<file path="config.mk">
export PLATFORM = sky130hd
export DESIGN_NAME = lcd_i2c_nibble_serializer_unit
export DESIGN_NICKNAME = d
export VERILOG_FILES = /design/src/rtl/lins_pkg.sv /design/src/rtl/lcd_i2c_nibble_serializer_unit.sv
export VERILOG_INCLUDE_DIRS = /design/src /design/src/rtl
export SDC_FILE = /design/constraint.sdc
export NUM_CORES = 1
export LEC_CHECK = 0
export BUFFER_PORTS_ARGS = -buffer_cell sky130_fd_sc_hd__buf_4
export CAP_MARGIN = 20
export CELL_PAD_IN_SITES_DETAIL_PLACEMENT = 1
export CELL_PAD_IN_SITES_GLOBAL_PLACEMENT = 2
export CORE_UTILIZATION = 35
export DETAILED_ROUTE_END_ITERATION = 10
export GPL_TIMING_DRIVEN = 0
export PLACE_DENSITY_LB_ADDON = 0.2
export SETUP_SLACK_MARGIN = 0.05
export SLEW_MARGIN = 20
export SYNTH_ARGS = -nofsm -noshare
export SYNTH_HDL_FRONTEND = slang
export SYNTH_SLANG_ARGS = --single-unit
export TNS_END_PERCENT = 100
</file>
<file path="constraint.sdc">
create_clock -name clk -period 2.73 [get_ports clk]
set_input_delay 0.273 -clock clk [delete_from_list [all_inputs] [get_ports clk]]
set_output_delay 0.273 -clock clk [all_outputs]
set_load 0.005 [all_outputs]
</file>
<file path="src/rtl/lcd_i2c_nibble_serializer_unit_assert.svh">
// Assertion macros for the LCD I2C nibble serialiser.
// Needs a clock named clk and a synchronous reset named rst in the including module.
// Concurrent checks are left out of synthesis, where the macros expand to nothing.
`ifndef LCD_I2C_NIBBLE_SERIALIZER_UNIT_ASSERT_SVH
`define LCD_I2C_NIBBLE_SERIALIZER_UNIT_ASSERT_SVH

`ifndef SYNTHESIS
// Condition that must hold at every clock edge outside reset.
`define LINS_ASSERT(label, cond, msg) \
  label: assert property (@(posedge clk) disable iff (rst) (cond)) else $error(msg);
// Antecedent that is followed in the next cycle by the consequent.
`define LINS_ASSERT_NEXT(label, ante, cons, msg) \
  label: assert property (@(posedge clk) disable iff (rst) (ante) |=> (cons)) \
    else $error(msg);
`else
`define LINS_ASSERT(label, cond, msg)
`define LINS_ASSERT_NEXT(label, ante, cons, msg)
`endif

`endif

</file>
<file path="src/rtl/lins_pkg.sv">
// Shared types and constants for the LCD I2C nibble serialiser.
// Has no dependencies; the top level imports it.
package lins_pkg;

  // Configuration register indexes
  localparam int unsigned CfgIndexWidth = 1;
  localparam int unsigned CfgDataWidth  = 7;
  localparam logic [CfgIndexWidth-1:0] REG_DEVICE_ADDRESS = 1'b0;
  localparam logic [CfgIndexWidth-1:0] REG_BACKLIGHT_ON   = 1'b1;

  // Reset values of the configuration registers
  localparam logic [6:0] ADDR_RESET      = 7'h27;
  localparam logic       BACKLIGHT_RESET = 1'b1;

  // Expander port byte layout
  localparam logic [7:0] PORT_ENABLE = 8'h04;

  // Byte and bit positions within one transfer
  localparam logic [3:0] ACK_SLOT  = 4'd8;
  localparam logic [1:0] LAST_BYTE = 2'd3;

  // Bus symbol codes
  typedef enum logic [2:0] {
    SYM_START = 3'd0,
    SYM_ZERO  = 3'd1,
    SYM_ONE   = 3'd2,
    SYM_ACK   = 3'd3,
    SYM_STOP  = 3'd4
  } sym_t;

  // Symbol sequencer states
  typedef enum logic [1:0] {
    SEQ_IDLE,
    SEQ_START,
    SEQ_BITS,
    SEQ_STOP
  } seq_state_t;

endpackage

</file>
<file path="src/rtl/lcd_i2c_nibble_serializer_unit.sv">
// Top level of the LCD I2C nibble serialiser: one nibble transfer in, 38 bus symbols out.
// Depends on lins_pkg and on lcd_i2c_nibble_serializer_unit_assert.svh.
//
//   channel   direction  contents
//   s_axis    in         tdata: nibble [3:0]; tuser: select_data
//   m_axis    out        tdata: bus_symbol [2:0]; tlast: symbol_last
//   cfg       in         write enable, register index, write data
//
// Each transaction on the input yields 38 output symbols, one per cycle while the
// output is taken; the symbol sequencer is the limit, so a new item is taken once the
// waiting one is loaded. One item waits in a holding register, loaded in idle or with the
// previous STOP; the first symbol passes the holding register and the START state.
// Reset clears the holding register, the sequencer and the output; back-pressure on
// the output stalls the sequencer without losing or repeating a symbol.
`include "lcd_i2c_nibble_serializer_unit_assert.svh"

module lcd_i2c_nibble_serializer_unit
  import lins_pkg::*;
(
  input  logic                     clk,
  input  logic                     rst,
  // Input stream
  input  logic                     s_tvalid,
  output logic                     s_tready,
  input  logic [7:0]               s_tdata,   // [3:0] nibble, [7:4] zero
  input  logic                     s_tuser,   // [0] select_data
  // Output stream
  output logic                     m_tvalid,
  input  logic                     m_tready,
  output logic [7:0]               m_tdata,   // [2:0] bus_symbol, [7:3] zero
  output logic                     m_tlast,
  // Configuration write port
  input  logic                     cfg_write,
  input  logic [CfgIndexWidth-1:0] cfg_index,
  input  logic [CfgDataWidth-1:0]  cfg_data
);

  // Configuration registers
  logic [6:0] device_address;
  logic       backlight_on;

  always_ff @(posedge clk) begin
    if (rst) begin
      device_address <= ADDR_RESET;
      backlight_on   <= BACKLIGHT_RESET;
    end else if (cfg_write) begin
      unique case (cfg_index)
        REG_DEVICE_ADDRESS: device_address <= cfg_data[6:0];
        REG_BACKLIGHT_ON:   backlight_on   <= cfg_data[0];
        default: ;
      endcase
    end
  end

  // Holding register for the next transaction
  logic       pend_valid;
  logic [3:0] pend_nibble;
  logic       pend_select;
  logic       load;
  logic       s_accept;

  assign s_tready = !pend_valid;
  assign s_accept = s_tvalid && s_tready;

  always_ff @(posedge clk) begin
    if (rst) begin
      pend_valid <= 1'b0;
    end else if (s_accept) begin
      pend_valid <= 1'b1;
    end else if (load) begin
      pend_valid <= 1'b0;
    end
  end

  always_ff @(posedge clk) begin
    if (s_accept) begin
      pend_nibble <= s_tdata[3:0];
      pend_select <= s_tuser;
    end
  end

  // Bytes of the transfer in progress
  logic [7:0] addr_byte;
  logic [7:0] port_byte;

  always_ff @(posedge clk) begin
    if (load) begin
      addr_byte <= {device_address, 1'b0};
      port_byte <= {pend_nibble, backlight_on, 2'b00, pend_select};
    end
  end

  // Sequencer registers
  seq_state_t seq_state, seq_next;
  logic [3:0] bit_idx, bit_next;
  logic [1:0] byte_idx, byte_next;
  logic       adv;
  logic       emit;
  sym_t       emit_sym;
  logic       emit_last;
  logic [7:0] cur_byte;

  // The output register is free when empty or when its symbol is taken now
  assign adv = !m_tvalid || m_tready;

  always_comb begin
    unique case (byte_idx)
      2'd0:    cur_byte = addr_byte;
      2'd2:    cur_byte = port_byte | PORT_ENABLE;
      default: cur_byte = port_byte;
    endcase
  end

  always_ff @(posedge clk) begin
    if (rst) begin
      seq_state <= SEQ_IDLE;
      bit_idx   <= '0;
      byte_idx  <= '0;
    end else begin
      seq_state <= seq_next;
      bit_idx   <= bit_next;
      byte_idx  <= byte_next;
    end
  end

  // Next state and symbol selection
  always_comb begin
    seq_next  = seq_state;
    bit_next  = bit_idx;
    byte_next = byte_idx;
    emit      = 1'b0;
    emit_sym  = SYM_START;
    emit_last = 1'b0;
    load      = 1'b0;
    unique case (seq_state)
      SEQ_IDLE: begin
        if (pend_valid) begin
          load     = 1'b1;
          seq_next = SEQ_START;
        end
      end
      SEQ_START: begin
        if (adv) begin
          emit      = 1'b1;
          emit_sym  = SYM_START;
          seq_next  = SEQ_BITS;
          bit_next  = '0;
          byte_next = '0;
        end
      end
      SEQ_BITS: begin
        if (adv) begin
          emit = 1'b1;
          if (bit_idx == ACK_SLOT) begin
            emit_sym = SYM_ACK;
            bit_next = '0;
            if (byte_idx == LAST_BYTE) begin
              seq_next = SEQ_STOP;
            end else begin
              byte_next = byte_idx + 2'd1;
            end
          end else begin
            // MSB first: bit 7 - bit_idx
            emit_sym = cur_byte[~bit_idx[2:0]] ? SYM_ONE : SYM_ZERO;
            bit_next = bit_idx + 4'd1;
          end
        end
      end
      SEQ_STOP: begin
        if (adv) begin
          emit      = 1'b1;
          emit_sym  = SYM_STOP;
          emit_last = 1'b1;
          if (pend_valid) begin
            load     = 1'b1;
            seq_next = SEQ_START;
          end else begin
            seq_next = SEQ_IDLE;
          end
        end
      end
      default: seq_next = SEQ_IDLE;
    endcase
  end

  // Output register
  sym_t out_sym;

  always_ff @(posedge clk) begin
    if (rst) begin
      m_tvalid <= 1'b0;
    end else if (adv) begin
      m_tvalid <= emit;
    end
  end

  always_ff @(posedge clk) begin
    if (adv && emit) begin
      out_sym <= emit_sym;
      m_tlast <= emit_last;
    end
  end

  assign m_tdata = {5'b00000, out_sym};

  // Checks on the sequencer and the output register
  `LINS_ASSERT(a_last_only_on_stop, !m_tvalid || (m_tlast == (out_sym == SYM_STOP)),
    "tlast does not match the STOP symbol")
  `LINS_ASSERT(a_bit_index_range, seq_state != SEQ_BITS || bit_idx <= ACK_SLOT,
    "bit index ran past the acknowledge slot")
  `LINS_ASSERT_NEXT(a_stop_then_last, seq_state == SEQ_STOP && adv, m_tvalid && m_tlast,
    "STOP was not placed in the output register")
  `LINS_ASSERT_NEXT(a_idle_loads, seq_state == SEQ_IDLE && pend_valid,
    seq_state == SEQ_START && !pend_valid, "waiting transaction was not loaded")

endmodule
</file>
After elaboration in Yosys (flattened, before gate mapping)
Index checks and enable logic that the tools add are counted.

cells by class
  bitwise logic cells = 2
  order comparisons = 1
  reductions and logical operators = 15
  equal/unequal tests = 13
  $add $sub $neg = 2
  mux-type cells = 32

operators with widths
  kind                                                number
  two-way mux 2 bit                                   13
  one-hot mux 8 bit (2 select lines)                  1
  inequality test 2 bit, second input constant        7
  two-way mux 4 bit                                   3
  == test 2 bit, second input constant                4
  two-way mux 1 bit                                   8
  one-hot mux 2 bit (4 select lines)                  1
  one-hot mux 4 bit (2 select lines)                  1
  one-hot mux 3 bit (2 select lines)                  1
  AND reduction 6 bit                                 1
  AND reduction 5 bit                                 1
  adder 4 x 1 -> 4 bit, second input constant         1
  == test 4 bit, second input constant                1
  zero test 2 bit                                     2
  < comparator 3 x 4 -> 1 bit, second input constant  1
  one-hot mux 2 bit (2 select lines)                  1
  AND reduction 2 bit                                 2
  nonzero test 2 bit                                  2
  binary-select mux 1 bit (select 3 bit)              1
  two-way mux 3 bit                                   1
  inverter 3 bit                                      1
  AND reduction 3 bit                                 1
  OR reduction 3 bit                                  1
  adder 2 x 1 -> 2 bit, second input constant         1
  other kinds (6)                                     8

storage, ports and cells
  output and inout port bits = 11
  bits of input ports = 22
  flip-flop bits (word level) = 40

Longest topological paths before layout
  depth after elaboration = 8
  depth in mapped cells = 7
  mapped depth without buffers = 7

Least setup slack after synthesis
Ideal clock, no wire load.

  path type = register to register
  start = register seq_state[0]
  end = register addr_byte[1], enable pin
  setup slack = 0.562 ns
  arrival time = 1.766 ns
  stages on the path, launching flop included = 4
  path buffers = 0
  required time = 2.328 ns
  clock period less this slack = 2.168 ns
  cells stage by stage = dfxtp_1 inv_1 ha_1 nor3_1

on the way
  word-level cells in the longest chain between the ends = 2
  elaborated cells between the ends (all ways) = 3
  those cells by class = eq/ne: 1; mux: 1; reduce/logical: 1

RTL lines
  what                                              line                                   RTL
  from (decl)                                       lcd_i2c_nibble_serializer_unit.sv:94   seq_state_t seq_state, seq_next;
  from (signal assigned)                            lcd_i2c_nibble_serializer_unit.sv:120  seq_state <= seq_next;
  == test 2 bit or zero test 2 bit (tied branches)  lcd_i2c_nibble_serializer_unit.sv:135  unique case (seq_state)
  one-hot mux 1 bit (2 select lines) (*)            lcd_i2c_nibble_serializer_unit.sv:135
  via load                                          lcd_i2c_nibble_serializer_unit.sv:59   logic load;
  to (signal assigned)                              lcd_i2c_nibble_serializer_unit.sv:88   addr_byte <= {device_address, 1'b0};
  to (decl)                                         lcd_i2c_nibble_serializer_unit.sv:83   logic [7:0] addr_byte;

Mark *: on every way through the listed nets, which the timed path passes. The rest lies on a longest branch.
A chain may end at the register's enable or synchronous reset.

Worst setup path in the final report
  start = register byte_idx[0]
  end = register out_sym[1] (data pin)

on the way
  word-level cells in the longest chain between the ends = 8
  elaborated cells between the ends (all ways) = 9
  those cells by class = eq/ne: 1; mux: 7; reduce/logical: 1

RTL lines
  what                                              line                                   RTL
  from (decl)                                       lcd_i2c_nibble_serializer_unit.sv:96   logic [1:0] byte_idx, byte_next;
  from (signal assigned)                            lcd_i2c_nibble_serializer_unit.sv:122  byte_idx <= byte_next;
  == test 2 bit or zero test 2 bit (tied branches)  lcd_i2c_nibble_serializer_unit.sv:107  unique case (byte_idx)
  one-hot mux 8 bit (2 select lines) (*)            lcd_i2c_nibble_serializer_unit.sv:107
  binary-select mux 1 bit (select 3 bit) (*)        lcd_i2c_nibble_serializer_unit.sv:164  emit_sym = cur_byte[~bit_idx[2:0]] ? SYM_ONE : SYM_ZERO;
  two-way mux 1 bit (implied by the code) (*)       lcd_i2c_nibble_serializer_unit.sv:164
  two-way mux 2 bit (*)                             lcd_i2c_nibble_serializer_unit.sv:164
  two-way mux 2 bit (*)                             lcd_i2c_nibble_serializer_unit.sv:154  if (bit_idx == ACK_SLOT) begin
  two-way mux 2 bit (*)                             lcd_i2c_nibble_serializer_unit.sv:152  if (adv) begin
  one-hot mux 3 bit (2 select lines) (*)            lcd_i2c_nibble_serializer_unit.sv:135
  via emit_sym[1]                                   lcd_i2c_nibble_serializer_unit.sv:99   sym_t emit_sym;
  to (signal assigned)                              lcd_i2c_nibble_serializer_unit.sv:199  out_sym <= emit_sym;
  to (decl)                                         lcd_i2c_nibble_serializer_unit.sv:187  sym_t out_sym;

Mark *: on every way through the listed nets, which the timed path passes. The rest lies on a longest branch. The select of a mux whose other input is x is not followed.

==> out/results.txt <==
# clock sinks: 40
1st-pass router iterations: 4
Tot Pwr: 1772 uW
internal power: 1248 uW
dpl hpwl: 2753 um
initial core utilization: 0.3730
CP Buf/Inv Count: 1
Post-synth EDFFs: 22
Seq/Total Area, Yosys: 0.5682
DRC violations left: 0
Switching Fraction: 0.2956
top cell family by delay on the critical path: multiplexers
Crit path required time: 2.85 ns
Worst Path Arrival: 2.23 ns
Die W: 73.65 um
Power Density: 811.2 mW/mm^2
Max FO, Critical Path: 8
pins over their slew limit: 0
busiest grt layer: met2
Yosys top cell area share: 0.3677
Reg power frac: 0.470
Total GRT Usage: 0.1546
Root Driver: clkbuf_8
met1 usage: 0.1798
synth top area cells: edfxtp_1, dfxtp_1, ha_1, a22oi_1, nor2_1
antenna cells: 0
largest area contributor in the netlist: edfxtp_1
Clock power frac: 0.271
met2 usage: 0.2630
TritonCTS buffer count: 5
CTS Hold Bufs: 0
WP depth: 7
synthesized cell area: 0.001797 mm^2
Final ANT Viol Nets: 0
final WL: 3667 um
Pleak: 0.0008542 uW
Die Area: 0.005424 mm^2
HP Class: input port to register
final hold vios: 0
status: finished, final reports clean
fmax: 474.2 MHz
Die H: 73.65 um
Core Area: 0.004817 mm^2
share of layout cells above drive strength 1: 0.2234
CTS clk-pin slew, worst paths: 0.08 ns
Post-synth top cells: edfxtp_1, dfxtp_1, nor2_1
DR vias: 1225
CTS Buffer Depth: 2
switching power: 523.8 uW
fraction of registers with async set/reset: 0
reg2reg start: byte_idx[0]
CP startpoint: byte_idx[0]
number of setup buffers added after CTS: 0
I/O Pins: 33
crit path capture type: register
clk_skew: 0.004138 ns
Syn Inst Count: 153
vias in the first global route: 1280
most frequent cell after synthesis: edfxtp_1
nets: 219
startpoint class of the critical path: register
clock period minus worst slack: 2.109 ns
RR Endpoint: out_sym[1]
Remaining Overflow, GRT: 0
minimum hold slack: 0.1527 ns
GPL Wtd Cong: 0.7333
IO buf count: 22
Seq cells post-synth: 40
RSZ-0062 raised after global routing: false
Setup TNS Final: 0 ns
Top FF cell, synth: edfxtp_1
initial antenna violation count: 0
max-cap violation count: 0
Gate power share: 0.259
# setup viols final: 0
Layout area overhead: 21.59%
worst-skew pair later-pin latency: 0.29 ns
Finished Layout Cells: 255
slowest CP cell: mux4_2
Slew HR: 0.4969
largest net degree at the start of global routing: 14
first-pass GRT wire length: 6058 um
Max VDD drop: 0.3385 mV
Synth Warn #: 0
CP Cell Sequence: inv_1, ha_1, nand2b_1, a22oi_1, mux4_2, nor3b_1, a211oi_1
Worst Reg-to-Reg Cells: 7
Largest stage delay, worst path: 0.51 ns
CTS tree: built
Final Cycle Share: 0.7725
crit path capture: out_sym[1]
fill cell count: 545
placed cell count: 247
reg-to-reg slack, setup: 0.62 ns
H-tree level count: 2
Rows: 25
Iteration-0 DRC Markers: 41
Avg Vias per Cell: 4.804
crit path kind: register to register
Syn Area/Cell: 11.74 um^2
Tightest Pin Transition: 0.7468 ns
met3 Usage GRT: 0.04115
# resized after CTS: 0
Distinct cells, synth: 40
routed len/inst: 14.38 um
[worst register-to-register path, stage by stage, from the launching register on]
cell      delay, ns
dfxtp_1        0.37
inv_1          0.11
ha_1           0.31
nand2b_1       0.21
a22oi_1        0.09
mux4_2         0.51
nor3b_1        0.16
a211oi_1       0.18
[stage by stage]
step / setup WS [ns] / util / cell area (um^2)
finish: 0.6211 / 0.4535 / 2185
global route: 0.3517 / 0.4535 / 2185
CTS: 0.6059 / 0.4535 / 2185
detailed placement: 0.6265 / 0.4304 / 2073
global placement: 0.1161 / 0.4278 / 2061
floorplan: 0.5617 / - / 1812
[registers in the layout (all words and copies together), names as in the netlist]
signal and cells:
addr_byte 7, device_address 7, port_byte 6, bit_idx 4, pend_nibble 4, out_sym 3, byte_idx 2, seq_state 2
backlight_on 1, m_tlast 1, m_tvalid 1, pend_select 1, pend_valid 1
[routing by layer]
layer  up-vias  share of wire
met3         7          0.032
met5         -              0
met2        19           0.50
met4         0          0.019
li1        614              -
met1       585           0.45
[cell families (layout without fill, tap and decap cells)]
group,count (synthesis),in the layout,share of synthesized area
adders and majority gates,10,10,0.06964
buffers and inverters,20,51,0.05850
other,1,5,0.002087
AOI/OAI and AO/OA,32,32,0.1316
muxes,6,6,0.04109
and+or+nand+nor,44,44,0.1288
DFF,40,40,0.5682
[layout by cell type (no fill, tap or decap), types with 2 or more instances in the layout]
master / count
buf_4: 28
edfxtp_1: 22
dfxtp_1: 18
nor2_1: 15
ha_1: 10
inv_1: 9
nor2b_1: 8
a22oi_1: 8
nand3_1: 6
conb_1: 5
clkbuf_8: 5
o21ai_0: 4
mux2i_1: 4
a211o_1: 4
nand2b_1: 3
clkbuf_1: 3
and2_1: 2
a221oi_1: 2
nand2_1: 2
a211oi_1: 2
o22ai_1: 2
nor3_1: 2
a21oi_1: 2
[power by group through the flow]
stage	Sequential [uW]	Combinational, uW	Clock (uW)
2_1_floorplan	834	291	0
3_3_place_gp	845	435	0
3_5_place_dp	847	462	0
4_1_cts	835	465	497
5_1_grt	846	517	512
6_report	833	459	480
[worst min-delay path by stage]
stage,slack (ns),to,cells past startpoint,from
6_report,0.15,pend_nibble[3],1,s_tdata[3]
3_3_place_gp,0.40,port_byte[0],0,pend_select
2_1_floorplan,0.37,pend_nibble[0],0,s_tdata[0]
3_5_place_dp,0.41,addr_byte[2],0,device_address[1]
4_1_cts,0.14,pend_select,1,s_tuser
5_1_grt,0.14,pend_nibble[3],1,s_tdata[3]
[final cells by class]
cell class                 count  area, um^2  share of cell area
buffer                        11       71.32             0.03265
clock buffer                   5       68.82             0.03150
clock inverter                 3       42.54             0.01947
inverter                       9       33.78             0.01546
multi-input combinational     97       690.7              0.3162
sequential                    40        1021              0.4674
tap                           67       83.83             0.03837
timing repair buffer          23       172.7             0.07904
Power figures use the tool's default switching activity.
